<file path="src/hdl/wss_pkg.sv">
// shared types and constants of the wasm section scanner
`default_nettype none

package wss_pkg;

    localparam int unsigned BYTE_W   = 8;
    localparam int unsigned WORD_W   = 32;
    localparam int unsigned GROUP_W  = 3;

    localparam logic [BYTE_W-1:0] LEB_DATA_MASK = 8'h7f;
    localparam logic [BYTE_W-1:0] LEB_CONT_MASK = 8'h80;

    // leb128 group counter: groups 0..4 carry bits, group 5 and up drop them
    localparam logic [GROUP_W-1:0] GROUP_SAT = 3'd5;

    typedef struct packed {
        logic [BYTE_W-1:0] module_byte;
        logic              first;
        logic              last;
    } in_item_t;

    typedef struct packed {
        logic              valid;
        in_item_t          item;
    } in_slot_t;

    typedef struct packed {
        logic              found;
        logic [WORD_W-1:0] content_offset;
        logic [WORD_W-1:0] content_size;
    } result_t;

endpackage

`default_nettype wire

</file>
<file path="src/hdl/wss_input_stage.sv">
// input register in front of the scan core
`default_nettype none

module wss_input_stage
(
    input  wire logic              clk,
    input  wire logic              rst_n,
    input  wire logic              s_tvalid,
    output logic                   s_tready,
    input  wire logic [7:0]        s_tdata,
    input  wire logic              s_tuser,
    input  wire logic              s_tlast,
    input  wire logic              take,
    output wss_pkg::in_slot_t      slot
);
    import wss_pkg::*;

    logic     valid_reg;
    logic     valid_next;
    in_item_t item_reg;
    logic     load;

    assign s_tready = !valid_reg || take;
    assign load     = s_tvalid && s_tready;

    always_comb
    begin
        valid_next = valid_reg;
        if (load)
        begin
            valid_next = 1'b1;
        end
        else if (take)
        begin
            valid_next = 1'b0;
        end
    end

    always_ff @(posedge clk or negedge rst_n)
    begin
        if (!rst_n)
        begin
            valid_reg <= 1'b0;
        end
        else
        begin
            valid_reg <= valid_next;
        end
    end

    always_ff @(posedge clk)
    begin
        if (load)
        begin
            item_reg.module_byte <= s_tdata;
            item_reg.first       <= s_tuser;
            item_reg.last        <= s_tlast;
        end
    end

    assign slot.valid = valid_reg;
    assign slot.item  = item_reg;

endmodule

`default_nettype wire

</file>
<file path="src/hdl/wss_scan_core.sv">
// section walk state, leb128 decode and result register
`default_nettype none

module wss_scan_core
#(
    parameter int unsigned HEADER_BYTES = 8
)
(
    input  wire logic              clk,
    input  wire logic              rst_n,
    input  wire wss_pkg::in_slot_t slot,
    output logic                   take,
    input  wire logic [7:0]        target_section,
    output logic                   res_valid,
    input  wire logic              res_ready,
    output wss_pkg::result_t       res
);
    import wss_pkg::*;

    typedef enum logic [2:0] {
        PH_HEADER,
        PH_ID,
        PH_SIZE,
        PH_SKIP,
        PH_DONE
    } phase_t;

    localparam logic [WORD_W-1:0] HDR_LEN = WORD_W'(HEADER_BYTES);

    phase_t               phase_reg, phase_next;
    logic [WORD_W-1:0]    pos_reg, pos_next;
    logic [WORD_W-1:0]    acc_reg, acc_next;
    logic [WORD_W-1:0]    skip_reg, skip_next;
    logic [BYTE_W-1:0]    id_reg, id_next;
    logic [GROUP_W-1:0]   grp_reg, grp_next;
    logic                 out_valid_reg, out_valid_next;
    result_t              out_reg, out_next;

    phase_t               ph_cur, ph_work;
    logic [WORD_W-1:0]    pos_cur, acc_cur, skip_cur, acc_or, part, low7;
    logic [BYTE_W-1:0]    id_cur, b;
    logic [GROUP_W-1:0]   grp_cur;
    logic                 emit;

    assign take = slot.valid && (!out_valid_reg || res_ready);
    assign b    = slot.item.module_byte;
    assign low7 = WORD_W'(b & LEB_DATA_MASK);

    always_comb
    begin
        unique case (grp_cur)
            3'd0:    part = low7;
            3'd1:    part = low7 << 7;
            3'd2:    part = low7 << 14;
            3'd3:    part = low7 << 21;
            3'd4:    part = low7 << 28;
            default: part = '0;
        endcase
    end

    always_comb
    begin
        // a first mark restarts the scan before the byte is looked at
        if (slot.item.first)
        begin
            ph_cur   = PH_HEADER;
            pos_cur  = '0;
            acc_cur  = '0;
            skip_cur = '0;
            id_cur   = '0;
            grp_cur  = '0;
        end
        else
        begin
            ph_cur   = phase_reg;
            pos_cur  = pos_reg;
            acc_cur  = acc_reg;
            skip_cur = skip_reg;
            id_cur   = id_reg;
            grp_cur  = grp_reg;
        end

        acc_or     = acc_cur | part;
        phase_next = ph_cur;
        pos_next   = pos_cur;
        acc_next   = acc_cur;
        skip_next  = skip_cur;
        id_next    = id_cur;
        grp_next   = grp_cur;
        emit       = 1'b0;
        out_next   = '0;
        ph_work    = ph_cur;

        if (ph_cur != PH_DONE)
        begin
            pos_next = pos_cur + 1'b1;
            if (ph_cur == PH_HEADER && pos_cur >= HDR_LEN)
            begin
                ph_work = PH_ID;
            end
            phase_next = ph_work;

            unique case (ph_work)
                PH_HEADER:
                begin
                end
                PH_ID:
                begin
                    id_next    = b;
                    acc_next   = '0;
                    grp_next   = '0;
                    phase_next = PH_SIZE;
                end
                PH_SIZE:
                begin
                    acc_next = acc_or;
                    if (grp_cur != GROUP_SAT)
                    begin
                        grp_next = grp_cur + 1'b1;
                    end
                    if ((b & LEB_CONT_MASK) == '0)
                    begin
                        if (id_cur == target_section)
                        begin
                            emit                    = 1'b1;
                            out_next.found          = 1'b1;
                            out_next.content_offset = pos_cur + 1'b1;
                            out_next.content_size   = acc_or;
                            phase_next              = PH_DONE;
                        end
                        else
                        begin
                            skip_next  = acc_or;
                            phase_next = (acc_or == '0) ? PH_ID : PH_SKIP;
                        end
                    end
                end
                PH_SKIP:
                begin
                    skip_next = skip_cur - 1'b1;
                    if (skip_next == '0)
                    begin
                        phase_next = PH_ID;
                    end
                end
                default:
                begin
                    phase_next = PH_DONE;
                end
            endcase

            // module ended before the target showed up
            if (!emit && slot.item.last)
            begin
                emit       = 1'b1;
                out_next   = '0;
                phase_next = PH_DONE;
            end
        end

        out_valid_next = out_valid_reg;
        if (take)
        begin
            out_valid_next = emit;
        end
        else if (res_ready)
        begin
            out_valid_next = 1'b0;
        end
    end

    always_ff @(posedge clk or negedge rst_n)
    begin
        if (!rst_n)
        begin
            phase_reg     <= PH_HEADER;
            pos_reg       <= '0;
            acc_reg       <= '0;
            skip_reg      <= '0;
            id_reg        <= '0;
            grp_reg       <= '0;
            out_valid_reg <= 1'b0;
            out_reg       <= '0;
        end
        else
        begin
            if (take)
            begin
                phase_reg <= phase_next;
                pos_reg   <= pos_next;
                acc_reg   <= acc_next;
                skip_reg  <= skip_next;
                id_reg    <= id_next;
                grp_reg   <= grp_next;
            end
            if (take && emit)
            begin
                out_reg <= out_next;
            end
            out_valid_reg <= out_valid_next;
        end
    end

    assign res_valid = out_valid_reg;
    assign res       = out_reg;

endmodule

`default_nettype wire

</file>
<file path="src/hdl/wasm_section_scanner.sv">
// top level of the wasm section scanner
//
// channel   dir  tdata / data                        tuser   tlast
// s_*       in   [7:0] module_byte                   first   last
// m_*       out  [31:0] content_offset, [63:32] size found   -
// cfg_*     in   [7:0] target_section                -       -
//
// one byte per cycle sustained while no result stalls; a byte passes an
// input register and the scan logic, whose registered result raises
// m_tvalid; the result transfer takes place once m_tready is high
// rst_n clears the scan state and target_section to zero
// a stalled result holds the scan logic; s_tready stays high only while the
// input register is empty, so at most one more byte is taken
`default_nettype none

module wasm_section_scanner
#(
    parameter int unsigned HEADER_BYTES = 8
)
(
    input  wire logic        clk,
    input  wire logic        rst_n,
    input  wire logic        s_tvalid,
    output logic             s_tready,
    input  wire logic [7:0]  s_tdata,   // module_byte
    input  wire logic        s_tuser,   // first
    input  wire logic        s_tlast,
    output logic             m_tvalid,
    input  wire logic        m_tready,
    output logic [63:0]      m_tdata,   // content_offset, content_size
    output logic             m_tuser,   // found
    input  wire logic        cfg_valid,
    output logic             cfg_ready,
    input  wire logic [7:0]  cfg_data   // target_section
);
    import wss_pkg::*;

    in_slot_t          slot;
    logic              take;
    result_t           res;
    logic [BYTE_W-1:0] target_reg;

    assign cfg_ready = 1'b1;

    always_ff @(posedge clk or negedge rst_n)
    begin
        if (!rst_n)
        begin
            target_reg <= '0;
        end
        else if (cfg_valid && cfg_ready)
        begin
            target_reg <= cfg_data;
        end
    end

    wss_input_stage u_input
    (
        .clk      (clk),
        .rst_n    (rst_n),
        .s_tvalid (s_tvalid),
        .s_tready (s_tready),
        .s_tdata  (s_tdata),
        .s_tuser  (s_tuser),
        .s_tlast  (s_tlast),
        .take     (take),
        .slot     (slot)
    );

    wss_scan_core #(
        .HEADER_BYTES (HEADER_BYTES)
    ) u_core
    (
        .clk            (clk),
        .rst_n          (rst_n),
        .slot           (slot),
        .take           (take),
        .target_section (target_reg),
        .res_valid      (m_tvalid),
        .res_ready      (m_tready),
        .res            (res)
    );

    assign m_tuser = res.found;
    assign m_tdata = {res.content_size, res.content_offset};

    // a not-found report carries zero offset and size
    a_notfound_zero: assert property (@(posedge clk) disable iff (!rst_n)
        m_tvalid && !m_tuser |-> m_tdata == '0)
        else $error("not-found result with nonzero payload");

    // a held byte in the input register is neither dropped nor changed
    a_slot_hold: assert property (@(posedge clk) disable iff (!rst_n)
        slot.valid && !take |=> slot.valid && $stable(slot.item))
        else $error("input register lost a byte");

    // a new result only follows a byte taken by the scan logic
    a_result_source: assert property (@(posedge clk) disable iff (!rst_n)
        $rose(m_tvalid) |-> $past(take))
        else $error("result without a processed byte");

endmodule

`default_nettype wire

</file>
<file path="config.mk">
export PLATFORM = sky130hd
export DESIGN_NAME = wasm_section_scanner
export DESIGN_NICKNAME = d
export VERILOG_FILES = /design/src/hdl/wss_pkg.sv /design/src/hdl/wss_input_stage.sv /design/src/hdl/wss_scan_core.sv /design/src/hdl/wasm_section_scanner.sv
export SDC_FILE = /design/constraint.sdc
export NUM_CORES = 1
export LEC_CHECK = 0
export BUFFER_PORTS_ARGS = -buffer_cell sky130_fd_sc_hd__buf_2
export CAP_MARGIN = 30
export CORE_MARGIN = 10
export CORE_UTILIZATION = 40
export DETAILED_ROUTE_END_ITERATION = 16
export GPL_ROUTABILITY_DRIVEN = 1
export PLACE_DENSITY_LB_ADDON = 0.2
export SYNTH_ARGS = -nofsm -noshare
export SYNTH_HDL_FRONTEND = slang
export SYNTH_SLANG_ARGS = --single-unit
</file>
<file path="constraint.sdc">
create_clock -name clk -period 3.6 [get_ports clk]
set_input_delay 0.54 -clock clk [delete_from_list [all_inputs] [get_ports clk]]
set_output_delay 0.54 -clock clk [all_outputs]
set_load 0.01 [all_outputs]
</file>
# Word level (Yosys, flattened, before mapping)
# Cells that the tools add are included.
# W data, S select, Z words.
op_classes:
  add_sub_neg: 3
  multipliers: 0
  div_mod_pow: 0
  magnitude_cmp: 1
  eq_ne: 10
  shifts: 0
  muxes: 43
  n_bitwise: 1
  reduce_logical: 18
op_table:
  columns: ["op", "n"]
  rows:
  - ["$mux W65", 5]
  - ["$mux W32", 8]
  - ["$pmux W32 S5", 1]
  - ["$pmux W32 S2", 2]
  - ["$logic_not A32 Y1", 2]
  - ["$mux W3", 11]
  - ["$add A32 B1 Y32 const B", 1]
  - ["$ge A32 B4 Y1 const B", 1]
  - ["$or A32 B32 Y32", 1]
  - ["$sub A32 B1 Y32 const B", 1]
  - ["$mux W8", 3]
  - ["$eq A3 B2 Y1 const B", 4]
  - ["$pmux W3 S4", 1]
  - ["$mux W1", 10]
  - ["$logic_not A3 Y1", 3]
  - ["$eq A8 B8 Y1", 1]
  - ["$logic_not A8 Y1", 1]
  - ["$eq A3 B1 Y1 const B", 2]
  - ["$ne A3 B3 Y1 const B", 2]
  - ["$pmux W3 S2", 1]
  - ["$logic_and A1 B1 Y1", 5]
  - ["$reduce_bool A2 Y1", 2]
  - ["$add A3 B1 Y3 const B", 1]
  - ["$eq A3 B3 Y1 const B", 1]
  - ["other kinds (3)", 6]
word_totals:
  ff_bits: 195
  latch_bits: 0
  ram_bits: 0
  romBits: 0
  output_inout_bits: 68
  mem_count: 0

# Longest topological paths before layout
# Gate-level depths: netlist of run 1.
logic_depth:
  depth_word: 13
  ltp_mapped: 17
  ltp_nobuf: 11

# Cells and area by module
# Synthesis of run 1 repeated with hierarchy kept, for this count alone.
hier_totals:
  hier_cells: 1132
  hier_area_um2: 10644.0
by_module_without_submodules:
  columns: ["mod", "n_inst", "cells_per_inst", "area_per_inst_um2", "seq_area_each_um2"]
  rows:
  - ["wss_scan_core", 1, 1098, 9939.5, 4404.2]
  - ["wss_input_stage", 1, 15, 361.6, 325.3]
  - ["wasm_section_scanner", 1, 19, 342.8, 200.2]

# Least setup slack after synthesis of run 1
# OpenSTA, ideal clock, no wires.
synth_timing:
  path_type: "reg-to-reg"
  startpoint: "register u_input.item_reg, in the netlist u_input.slot[1]"
  endpoint: "register u_core.phase_reg[1]"
  setup_ns: 0.142
  arrival_time_ns: 3.766
  slack_ns: -0.308
  stages_incl_launch_ff: 16
  path_buffers: 6
  synth_period_minus_slack_ns: 3.908
  path_cell_list: "edfxtp_1 buf_2 inv_2 clkbuf_1 clkbuf_1 clkbuf_1 buf_1 nand2_1 ha_1 clkbuf_1 a31oi_1 nor2_1 or4_1 o311a_1 nor4_2 a41oi_2"
synth_between:
  elab_chain_len: 12
  elab_cells_between_ends: 40
synth_rtl:
  columns: ["element", "line", "source"]
  rows:
  - ["start, declared", "wss_input_stage.sv:20", "in_item_t item_reg;"]
  - ["$mux W32 or $mux W3 (tied branches)", "wss_scan_core.sv:64", "if (slot.item.first)"]
  - ["$ge A32 B4 Y1 or $logic_not A3 Y1 (tied branches)", "wss_scan_core.sv:97", "if (ph_cur == PH_HEADER && pos_cur >= HDR_LEN)"]
  - ["$logic_and A1 B1 Y1", "wss_scan_core.sv:97", null]
  - ["$mux W3", "wss_scan_core.sv:97", null]
  - ["$mux W3", "wss_scan_core.sv:94", "if (ph_cur != PH_DONE)"]
  - ["$eq A3 B2 Y1", "wss_scan_core.sv:103", "unique case (ph_work)"]
  - ["$mux W1", "wss_scan_core.sv:103", null]
  - ["$mux W1", "wss_scan_core.sv:94", null]
  - ["$logic_not A1 Y1", "wss_scan_core.sv:153", "if (!emit && slot.item.last)"]
  - ["$logic_and A1 B1 Y1", "wss_scan_core.sv:153", null]
  - ["$mux W3", "wss_scan_core.sv:153", null]
  - ["$mux W3 (*)", "wss_scan_core.sv:94", null]
  - ["end signal, assigned", "wss_scan_core.sv:189", "phase_reg <= phase_next;"]
  - ["end, declared", "wss_scan_core.sv:30", "phase_t phase_reg, phase_next;"]
# Every way passes the cells marked *; elsewhere a longest branch is shown, timed or not. The select of a mux whose other input is x is not followed.
# A chain may end at the register's enable or synchronous reset.

# Worst setup path after layout of run 1
layout_timing:
  startpoint: "register u_input.item_reg, in the netlist u_input.slot[1]"
  endpoint: "register u_core.out_reg, in the netlist u_core.res[28]"
layout_between:
  elab_chain_len: 13
  elab_cells_between_ends: 34
layout_rtl:
  columns: ["element", "line", "source"]
  rows:
  - ["$mux W32 or $mux W3 (tied branches)", "wss_scan_core.sv:64", null]
  - ["$ge A32 B4 Y1 or $logic_not A3 Y1 (tied branches)", "wss_scan_core.sv:97", null]
  - ["$logic_and A1 B1 Y1", "wss_scan_core.sv:97", null]
  - ["$mux W3", "wss_scan_core.sv:97", null]
  - ["$mux W3", "wss_scan_core.sv:94", null]
  - ["$eq A3 B2 Y1", "wss_scan_core.sv:103", null]
  - ["$mux W1", "wss_scan_core.sv:103", null]
  - ["$mux W1", "wss_scan_core.sv:94", null]
  - ["$logic_not A1 Y1", "wss_scan_core.sv:153", null]
  - ["$logic_and A1 B1 Y1", "wss_scan_core.sv:153", null]
  - ["$mux W1", "wss_scan_core.sv:153", null]
  - ["$mux W1", "wss_scan_core.sv:94", null]
  - ["$logic_and A1 B1 Y1", "wss_scan_core.sv:196", "if (take && emit)"]
  - ["end signal, assigned", "wss_scan_core.sv:198", "out_reg <= out_next;"]
  - ["end, declared", "wss_scan_core.sv:37", "result_t out_reg, out_next;"]
# Several ways; a longest one is shown, not always the timed one. The select of a mux whose other input is x is not followed.

==> impl_metrics.yaml, run 1 <==
clock_network:
  numCtsBuffers: 17
  worstSkewPairLatency_ns: 0.45
  cts-resized-gates: 0
  cts_sinks: 195
  htree_num_levels: 4
  cts_tree: "built"
  postCtsSetupBuffers: 0
  cts_root_buf: "clkbuf_16"
  cts_buffer_depth: 2
  clkTransAtPathRegs_ns: 0.08
  cts_hold_buf: 0
route:
  ant_nets: 0
  drc: 0
  routedWlPerCell_um: 20.9
  wl_um: 32000
  dr.pass1.iters: 5
  dr_total_vias: 9082
  vias_per_cell: 5.92
  drt_first_iter_violations: 917
floorplanning:
  core.rowCount: 58
  coreArea_um2: 25300
  die_area_um2: 32800
  die_h_um: 181
  start_util: 0.410
  die_w_um: 181
  ios: 91
yosys:
  synth_flop_cell: "dfrtp_1"
  async_flop_share: 0.949
  syn_area_per_cell_um2: 9.29
  yosys-top-cells-area: "dfrtp_1 45%, nand2_1 6.0%, o21ai_0 5.5%, a22o_1 3.4%, nor2_1 3.2%"
  synth_nets: 1149
  syn_area_um2: 10400
  yosys.area.top_type_share: 0.446
  yosysUniqueCellTypes: 75
  netlist_instances: 1117
  yosys.area.top_type: "dfrtp_1"
  yosysSeqAreaShare: 0.475
  synth_edf_count: 10
  synth_seq_cells: 195
  yosysWarnings: 0
power_and_ir_drop:
  power_frac_clock: 0.388
  power.density_nw_per_um2: 447
  power_leakage_nw: 5.30
  p_switching_mw: 1.63
  p_sw_frac: 0.308
  p_comb_frac: 0.158
  max-vdd-ir-drop_uv: 310
  power_frac_seq: 0.454
  total_power_mw: 5.31
  intPower_mw: 3.68
place:
  io_buffers: 89
  gp_congestion: 0.935
  dp_hpwl_um: 22700
worst_setup_path:
  worst_setup_path_start_kind: "register"
  path_class: "register to register"
  required_ns: 3.99
  crit_path_end_kind: "register"
  crit_fanout: 55
  crit_arrival_ns: 3.61
global_route:
  grt_max_degree: 79
  grt_pass1_vias: 8695
  antenna_found_initial: 0
  grt.overflow.total: 0
  grt_pass1_wl_um: 51600
  grt_use_total: 0.193
layout:
  area_growth_pct: 14.6
  fillCellCount: 2363
  fin_nets: 1224
  layout-drive-gt1-share: 0.163
  largest_register_ff_count: 65
  num_antenna_cells: 0
timing:
  drv_slew: 0
  worstMarginPinSlew_ns: 0.939
  min_period_over_period: 0.896
  rsz0062_at_grt: "false"
  fin_crit_ns: 3.23
  slew-limit-headroom: 0.371
  max_freq_mhz: 310
  setup_tns_ns: 0
  finalHoldViolCount: 0
  setup_viol: 0
  fin_skew_ns: 0.00965
run:
  max-cap-violations: 0
outcome:
  status: "finished, final reports clean"
worst_hold_path:
  holdCritPathClass: "primary input to async pin"
[synth_stat cells (3+ instances only)]
cell and number:
xnor2_1 30, nand2_1 165, or4_1 10, o221ai_1 11
xor2_1 15, inv_1 14, mux2i_1 14, o21ai_0 115
and3_1 14, or2_2 4, buf_1 5, o21ai_1 20
nand4b_1 4, a22oi_1 12, o21a_1 3, a221o_1 9
nand3b_1 4, and4_1 3, buf_2 16, nor4_2 5
a22o_1 40, a21oi_1 30, edfxtp_1 10, nor4_1 22
or3_1 4, dfrtp_1 185, nand3_1 26, nor2_1 89
o22ai_1 4, nand4_1 18, inv_2 3, a31oi_1 9
a32oi_1 16, o31ai_1 10, o211ai_1 7, nand2b_1 6
ha_1 9, nor2b_1 20, a32o_1 10, a21o_1 5
clkbuf_1 48, mux2_2 8, nor3_1 19
[metrics by stage]
stage | std cells | setup slack (ns) | area (um^2) | util | hold slack, ns
detailed placement | 1503 | 0.369 | 11300 | 0.445 | 0.466
global placement | 1503 | 0.473 | 11300 | 0.445 | 0.459
floorplan | 1117 | 0.0820 | 10400 | - | 0.244
CTS | 1535 | 0.353 | 11900 | 0.470 | 0.165
finish | 1535 | 0.373 | 11900 | 0.470 | 0.142
global route | 1535 | 0.0944 | 11900 | 0.470 | 0.186
[worst max-delay path, cell delays in order (launching register included)]
cell and delay [ns]:
edfxtp_1 0.41, buf_12 0.27, buf_4 0.34, nand3b_1 0.15, o22a_1 0.14, a32oi_1 0.11
and3_1 0.23, o21ai_4 0.73, buf_4 0.51, a22o_1 0.21
[worst paths after layout]
check / startpoint / depth (start not counted) / endpoint / slack [ns]
setup reg to reg: u_input.slot[1]$_DFFE_PP_ / 9 / u_core.res[28]$_DFFE_PN0P_ / 0.37
hold / removal: rst_n / 1 / u_core.pos_reg[19]$_DFFE_PN0P_ / 0.14
hold reg to reg: u_core.res[13]$_DFFE_PN0P_ / 2 / u_core.res[13]$_DFFE_PN0P_ / 0.48
setup / recovery: u_input.slot[1]$_DFFE_PP_ / 9 / u_core.res[28]$_DFFE_PN0P_ / 0.37
min in group clk: s_tlast / 1 / u_input.slot[0]$_DFFE_PP_ / 0.26
max in group asynchronous: rst_n / 2 / u_core.acc_reg[16]$_DFFE_PN0P_ / 2.62
[layer usage]
metal,up-vias,GRT usage,part of all wire
met1,4478,0.295,0.51
met5,-,0,0
met4,0,0.0469,0.010
met2,327,0.275,0.42
li1,4249,-,-
met3,28,0.0304,0.059
[kinds of logic after synthesis]
| family | after synthesis | share of synthesized area |
|---|---|---|
| buf+inv | 90 | 0.0366 |
| other cells | 1 | 0.000361 |
| fa+ha+maj | 9 | 0.0108 |
| flops | 195 | 0.475 |
| simple gates | 433 | 0.209 |
| xor+xnor | 45 | 0.0380 |
| mux | 22 | 0.0222 |
| compound gates | 322 | 0.208 |
[placed cells by master, fill, tap and decap left out, drive strengths merged, types with 17 or more instances in the layout]
| master | netlist | routed |
|---|---|---|
| nor2 | 89 | 89 |
| a22o | 40 | 40 |
| a21oi | 30 | 30 |
| nand3 | 28 | 28 |
| nand2 | 165 | 165 |
| nor4 | 27 | 27 |
| nor3 | 20 | 20 |
| o21ai | 135 | 135 |
| dfrtp | 185 | 185 |
| nand4 | 18 | 18 |
| a32oi | 17 | 17 |
| nor2b | 21 | 21 |
| clkbuf | 48 | 19 |
| buf | 25 | 128 |
| xnor2 | 30 | 30 |
| inv | 17 | 26 |
[layout make-up]
type	instances	area, um^2	share of cell area
clock buffer	18	450	0.0379
multi-input combinational	832	5080	0.427
inverter	17	63.8	0.00536
sequential	195	4930	0.414
clock inverter	14	180	0.0151
timing repair buffer	129	779	0.0655
tap	330	413	0.0347
[power by group through the flow]
stage	combinational, mW	sequential [mW]	clock (mW)
floorplan	0.570	2.40	0
global placement	0.828	2.45	0
detailed placement	0.834	2.45	0
CTS	0.838	2.41	2.09
global route	0.934	2.42	2.18
finish	0.842	2.41	2.06
No activity file was read; power rests on OpenSTA's default activity.
==> run 2: changes to the inputs <==
--- a/config.mk
+++ b/config.mk
@@ -6,12 +6,13 @@
 export NUM_CORES = 1
 export LEC_CHECK = 0
 export BUFFER_PORTS_ARGS = -buffer_cell sky130_fd_sc_hd__buf_2
-export CAP_MARGIN = 30
+export CAP_MARGIN = 20
 export CORE_MARGIN = 10
 export CORE_UTILIZATION = 40
 export DETAILED_ROUTE_END_ITERATION = 16
 export GPL_ROUTABILITY_DRIVEN = 1
 export PLACE_DENSITY_LB_ADDON = 0.2
+export REMOVE_ABC_BUFFERS = 1
 export SYNTH_ARGS = -nofsm -noshare
 export SYNTH_HDL_FRONTEND = slang
 export SYNTH_SLANG_ARGS = --single-unit
==> run 2 against run 1 <==
  * Sequential cell count unchanged
  * Cell count increased by 0.33%
  * Sequential power barely moved
  * Via count rose by 1.1%
  * Design area is essentially flat
  * Register-to-register slack better by 0.03 ns
  * Maximum frequency grew 0.90%
  * Routed wire length up 0.74%
  * Utilization hardly changed
==> impl_metrics.yaml, run 2 (same netlist as run 1, synthesis figures left out) <==
outcome:
  status: "finished, final reports clean"
route:
  routedWlPerCell_um: 20.9
  vias_per_cell: 5.96
  wl_um: 32200
  ant_nets: 0
  drt_first_iter_violations: 887
  dr.pass1.iters: 6
  drc: 0
  dr_total_vias: 9181
worst_setup_path:
  crit_fanout: 51
  crit_path_end_kind: "register"
  worst_setup_path_start_kind: "register"
  crit_path_top_delay_cell: "a21oi_1"
  max_stage_delay_ns: 0.79
  path_buf_inv: 2
  path_class: "register to register"
  critPathTopFamily: "compound AO/OA/AOI/OAI gates"
  path_cells: "buf_12 -> buf_4 -> o21ai_0 -> a32oi_1 -> a21oi_1 -> nand2_1 -> a2bb2oi_1 -> o21ai_1"
  required_ns: 3.97
  crit_arrival_ns: 3.56
worst_hold_path:
  holdCritPathClass: "primary input to async pin"
floorplanning:
  start_util: 0.410
  die_h_um: 181
  die_w_um: 181
  core.rowCount: 58
  coreArea_um2: 25300
  ios: 91
  die_area_um2: 32800
clock_network:
  cts_root_buf: "clkbuf_16"
  cts_tree: "built"
  worstSkewPairLatency_ns: 0.44
  postCtsSetupBuffers: 0
  htree_num_levels: 4
  cts_buffer_depth: 2
  cts_sinks: 195
  cts-resized-gates: 0
  clkTransAtPathRegs_ns: 0.07
  numCtsBuffers: 17
  cts_hold_buf: 0
global_route:
  grt.overflow.total: 0
  grt_max_degree: 68
  antenna_found_initial: 0
  grt_use_total: 0.195
  grt_pass1_vias: 8811
  grt_pass1_wl_um: 51700
timing:
  finalHoldViolCount: 0
  hold_ws_ns: 0.111
  fin_crit_ns: 3.20
  rsz0062_at_grt: "false"
  min_period_over_period: 0.888
  worstMarginPinSlew_ns: 1.08
  slew-limit-headroom: 0.277
  fin_skew_ns: 0.0111
  setup_viol: 0
  drv_slew: 0
  max_freq_mhz: 313
  setup_tns_ns: 0
layout:
  largest_register_ff_count: 65
  stdcell_area_um2: 11900
  multiInputGateArea_um2: 5090
  layout.area.seq_um2: 4930
  fin_nets: 1230
  layout_commonest_cell: "dfrtp_1"
  mostFrequentLayoutCells: "185 x dfrtp_1, 164 x nand2_1, 115 x o21ai_0, 88 x nor2_1, 88 x buf_2"
  num_antenna_cells: 0
  layout-drive-gt1-share: 0.167
  fillCellCount: 2443
  area_growth_pct: 14.6
power_and_ir_drop:
  power_leakage_nw: 5.30
  power.density_nw_per_um2: 437
  total_power_mw: 5.19
  max-vdd-ir-drop_uv: 234
place:
  io_buffers: 89
  dp_hpwl_um: 22300
  gp_congestion: 0.904
  dpl-instance-area_um2: 11300
run:
  max-cap-violations: 0
==> run 2: changes by cell type in the layout (fill, tap and decap cells not counted), sizes merged <==
cell / change
clkinv: +5
buf: +6
inv: -8
clkinvlp: +1
clkbuf: +1
==> run 2: per-stage QoR <==
step	util	cells	setup WS (ns)
after CTS	0.470	1540	0.454
after floorplan	-	1044	-1.80
final	0.470	1540	0.402
after global routing	0.470	1540	0.147
after detailed placement	0.447	1509	0.464
after global placement	0.447	1509	0.544
==> run 2: cell type report <==
cell class                 count  share of cell area
clock buffer                  19              0.0372
clock inverter                12              0.0112
inverter                      17             0.00537
multi-input combinational    832               0.428
sequential                   195               0.415
tap                          330              0.0347
timing repair buffer         135              0.0693
==> run 2: worst register-to-register path: cells and delay by family (launching register included) <==
family | cells | cell delay, ns
AOI/OAI and AO/OA | 5 | 1.55
buffers and inverters | 2 | 0.52
DFF | 1 | 0.45
and+or+nand+nor | 1 | 0.60
==> run 2: final timing paths <==
| path | from | to | slack (ns) | cells after the start |
|---|---|---|---|---|
| min in group clk | s_tdata[4] | u_input.slot[6]$_DFFE_PP_ | 0.27 | 1 |
| setup reg to reg | u_input.slot[1]$_DFFE_PP_ | u_core.skip_reg[26]$_DFFE_PN0P_ | 0.40 | 8 |
| max in group asynchronous | rst_n | u_core.acc_reg[6]$_DFFE_PN0P_ | 2.68 | 2 |
| setup / recovery | u_input.slot[1]$_DFFE_PP_ | u_core.skip_reg[26]$_DFFE_PN0P_ | 0.40 | 8 |
| hold / removal | rst_n | u_core.res[32]$_DFFE_PN0P_ | 0.11 | 1 |
| hold reg to reg | u_core.res[24]$_DFFE_PN0P_ | u_core.res[24]$_DFFE_PN0P_ | 0.47 | 2 |
==> run 2: power breakdown <==
part	internal (mW)	switching, mW	total (mW)	leakage (nW)
Combinational	0.298	0.579	0.877	2.38
Sequential	2.29	0.111	2.40	2.64
Clock	1.04	0.875	1.92	0.275
Total	3.63	1.56	5.19	5.30
==> run 2: per-layer routing <==
layer	part of all wire	routed length [um]	up-vias	GRT usage
li1	-	-	4248	-
met1	0.47	15100	4497	0.275
met2	0.43	13900	378	0.281
met3	0.073	2340	58	0.0484
met4	0.026	852	0	0.0696
met5	0	0	-	0
==> run 3: changes to the inputs <==
--- a/config.mk
+++ b/config.mk
@@ -6,9 +6,9 @@
 export NUM_CORES = 1
 export LEC_CHECK = 0
 export BUFFER_PORTS_ARGS = -buffer_cell sky130_fd_sc_hd__buf_2
-export CAP_MARGIN = 20
 export CORE_MARGIN = 10
 export CORE_UTILIZATION = 40
+export CTS_BUF_LIST = sky130_fd_sc_hd__clkbuf_16
 export DETAILED_ROUTE_END_ITERATION = 16
 export GPL_ROUTABILITY_DRIVEN = 1
 export PLACE_DENSITY_LB_ADDON = 0.2
==> run 3 against run 2 <==
  * Non-clock buffer count is the same
  * Maximum frequency is essentially flat
  * Cell count is the same
  * Sequential share of layout area is essentially flat
  * Power shrank 0.26%
  * Critical path depth is the same
  * Utilization is essentially flat
  * Design area is essentially flat
  * Routed wire length grew 0.52%
==> impl_metrics.yaml, run 3 (same netlist as run 1, synthesis figures left out) <==
worst_setup_path:
  crit_path_top_delay_cell: "a21oi_1"
  critPathTopFamily: "compound AO/OA/AOI/OAI gates"
  worst_setup_path_start_kind: "register"
  path_class: "register to register"
  path_cells: "buf_12 -> buf_4 -> o21ai_0 -> a32oi_1 -> a21oi_1 -> nand2_1 -> a2bb2oi_1 -> o21ai_1"
  reg2reg_slack_ns: 0.40
  path_buf_inv: 2
  max_stage_delay_ns: 0.78
  crit_fanout: 51
  required_ns: 3.97
  crit_path_end_kind: "register"
  crit_arrival_ns: 3.56
global_route:
  grt.overflow.total: 0
  met3_usage: 0.0464
  grt_use_total: 0.195
  use_met1: 0.276
  grt_max_degree: 68
  grt_pass1_vias: 8782
  use_met2: 0.282
  top_usage_layer: "met2"
  grt_pass1_wl_um: 51600
  antenna_found_initial: 0
timing:
  finalHoldViolCount: 0
  setup_tns_ns: 0
  min_period_over_period: 0.888
  max_freq_mhz: 313
  fin_crit_ns: 3.20
  fin_skew_ns: 0.0101
  setup_viol: 0
  rsz0062_at_grt: "false"
  drv_slew: 0
  worstMarginPinSlew_ns: 1.03
  slew-limit-headroom: 0.312
  setup_slack_ns: 0.404
clock_network:
  cts_sinks: 195
  postCtsSetupBuffers: 0
  numCtsBuffers: 17
  cts-resized-gates: 0
  cts_hold_buf: 0
  worstSkewPairLatency_ns: 0.44
  htree_num_levels: 4
  cts_buffer_depth: 2
  clkTransAtPathRegs_ns: 0.07
  cts_root_buf: "clkbuf_16"
  cts_tree: "built"
place:
  gp_congestion: 0.904
  dp_hpwl_um: 22300
  dpl-instance-area_um2: 11300
  place_ws_ns: 0.464
  placed_cells: 1509
  io_buffers: 89
floorplanning:
  die_h_um: 181
  die_w_um: 181
  core.rowCount: 58
  ios: 91
  die_area_um2: 32800
  coreArea_um2: 25300
  start_util: 0.410
outcome:
  status: "finished, final reports clean"
route:
  routedWlPerCell_um: 21.0
  wl_um: 32400
  vias_per_cell: 5.94
  drt_first_iter_violations: 957
  ant_nets: 0
  drc: 0
  dr_total_vias: 9145
  dr.pass1.iters: 6
worst_hold_path:
  holdCritPathClass: "primary input to async pin"
layout:
  area_growth_pct: 14.5
  layout-drive-gt1-share: 0.166
  layout_commonest_cell: "dfrtp_1"
  stdcell_area_um2: 11900
  mostFrequentLayoutCells: "185 x dfrtp_1, 164 x nand2_1, 115 x o21ai_0, 88 x nor2_1, 88 x buf_2"
  fin_nets: 1230
  num_antenna_cells: 0
  fin_cells: 1540
  largest_register_ff_count: 65
power_and_ir_drop:
  power.density_nw_per_um2: 436
  power_leakage_nw: 5.30
  max-vdd-ir-drop_uv: 234
run:
  max-cap-violations: 0
[run 3: final timing paths]
| path | start | to | depth (start not counted) |
|---|---|---|---|
| min in group clk | s_tdata[0] | u_input.slot[2]$_DFFE_PP_ | 1 |
| hold / removal | rst_n | u_core.res[32]$_DFFE_PN0P_ | 1 |
| setup reg to reg | u_input.slot[1]$_DFFE_PP_ | u_core.skip_reg[26]$_DFFE_PN0P_ | 8 |
| hold reg to reg | u_core.res[24]$_DFFE_PN0P_ | u_core.res[24]$_DFFE_PN0P_ | 2 |
| setup / recovery | u_input.slot[1]$_DFFE_PP_ | u_core.skip_reg[26]$_DFFE_PN0P_ | 8 |
| max in group asynchronous | rst_n | u_core.acc_reg[7]$_DFFE_PN0P_ | 2 |
[run 3: final cells by class]
type | count | area (um^2)
Inverter | 17 | 63.8
Tap cell | 330 | 413
Sequential cell | 195 | 4930
Multi-Input combinational cell | 832 | 5090
Clock inverter | 14 | 140
Fill cell | 2445 | 13400
Clock buffer | 17 | 425
Timing Repair Buffer | 135 | 825
[run 3: per-layer routing]
layer,part of all wire,up-vias
met2,0.43,364
met1,0.47,4464
met5,0,-
met4,0.024,0
met3,0.073,59
li1,-,4258
[run 3: through the flow]
stage	util	hold slack (ns)	total power, mW
final	0.469	0.112	5.18
after global routing	0.469	0.142	5.40
after CTS	0.469	0.128	5.19
after detailed placement	0.447	0.462	3.30
after global placement	0.447	0.459	3.30
after floorplan	-	0.244	2.94
[run 3: report_power, final]
part           internal [mW]  leakage (nW)  switching (mW)
Combinational          0.298          2.38           0.577
Clock                   1.02         0.274           0.887
Sequential              2.29          2.64           0.111
Total                   3.60          5.30            1.57
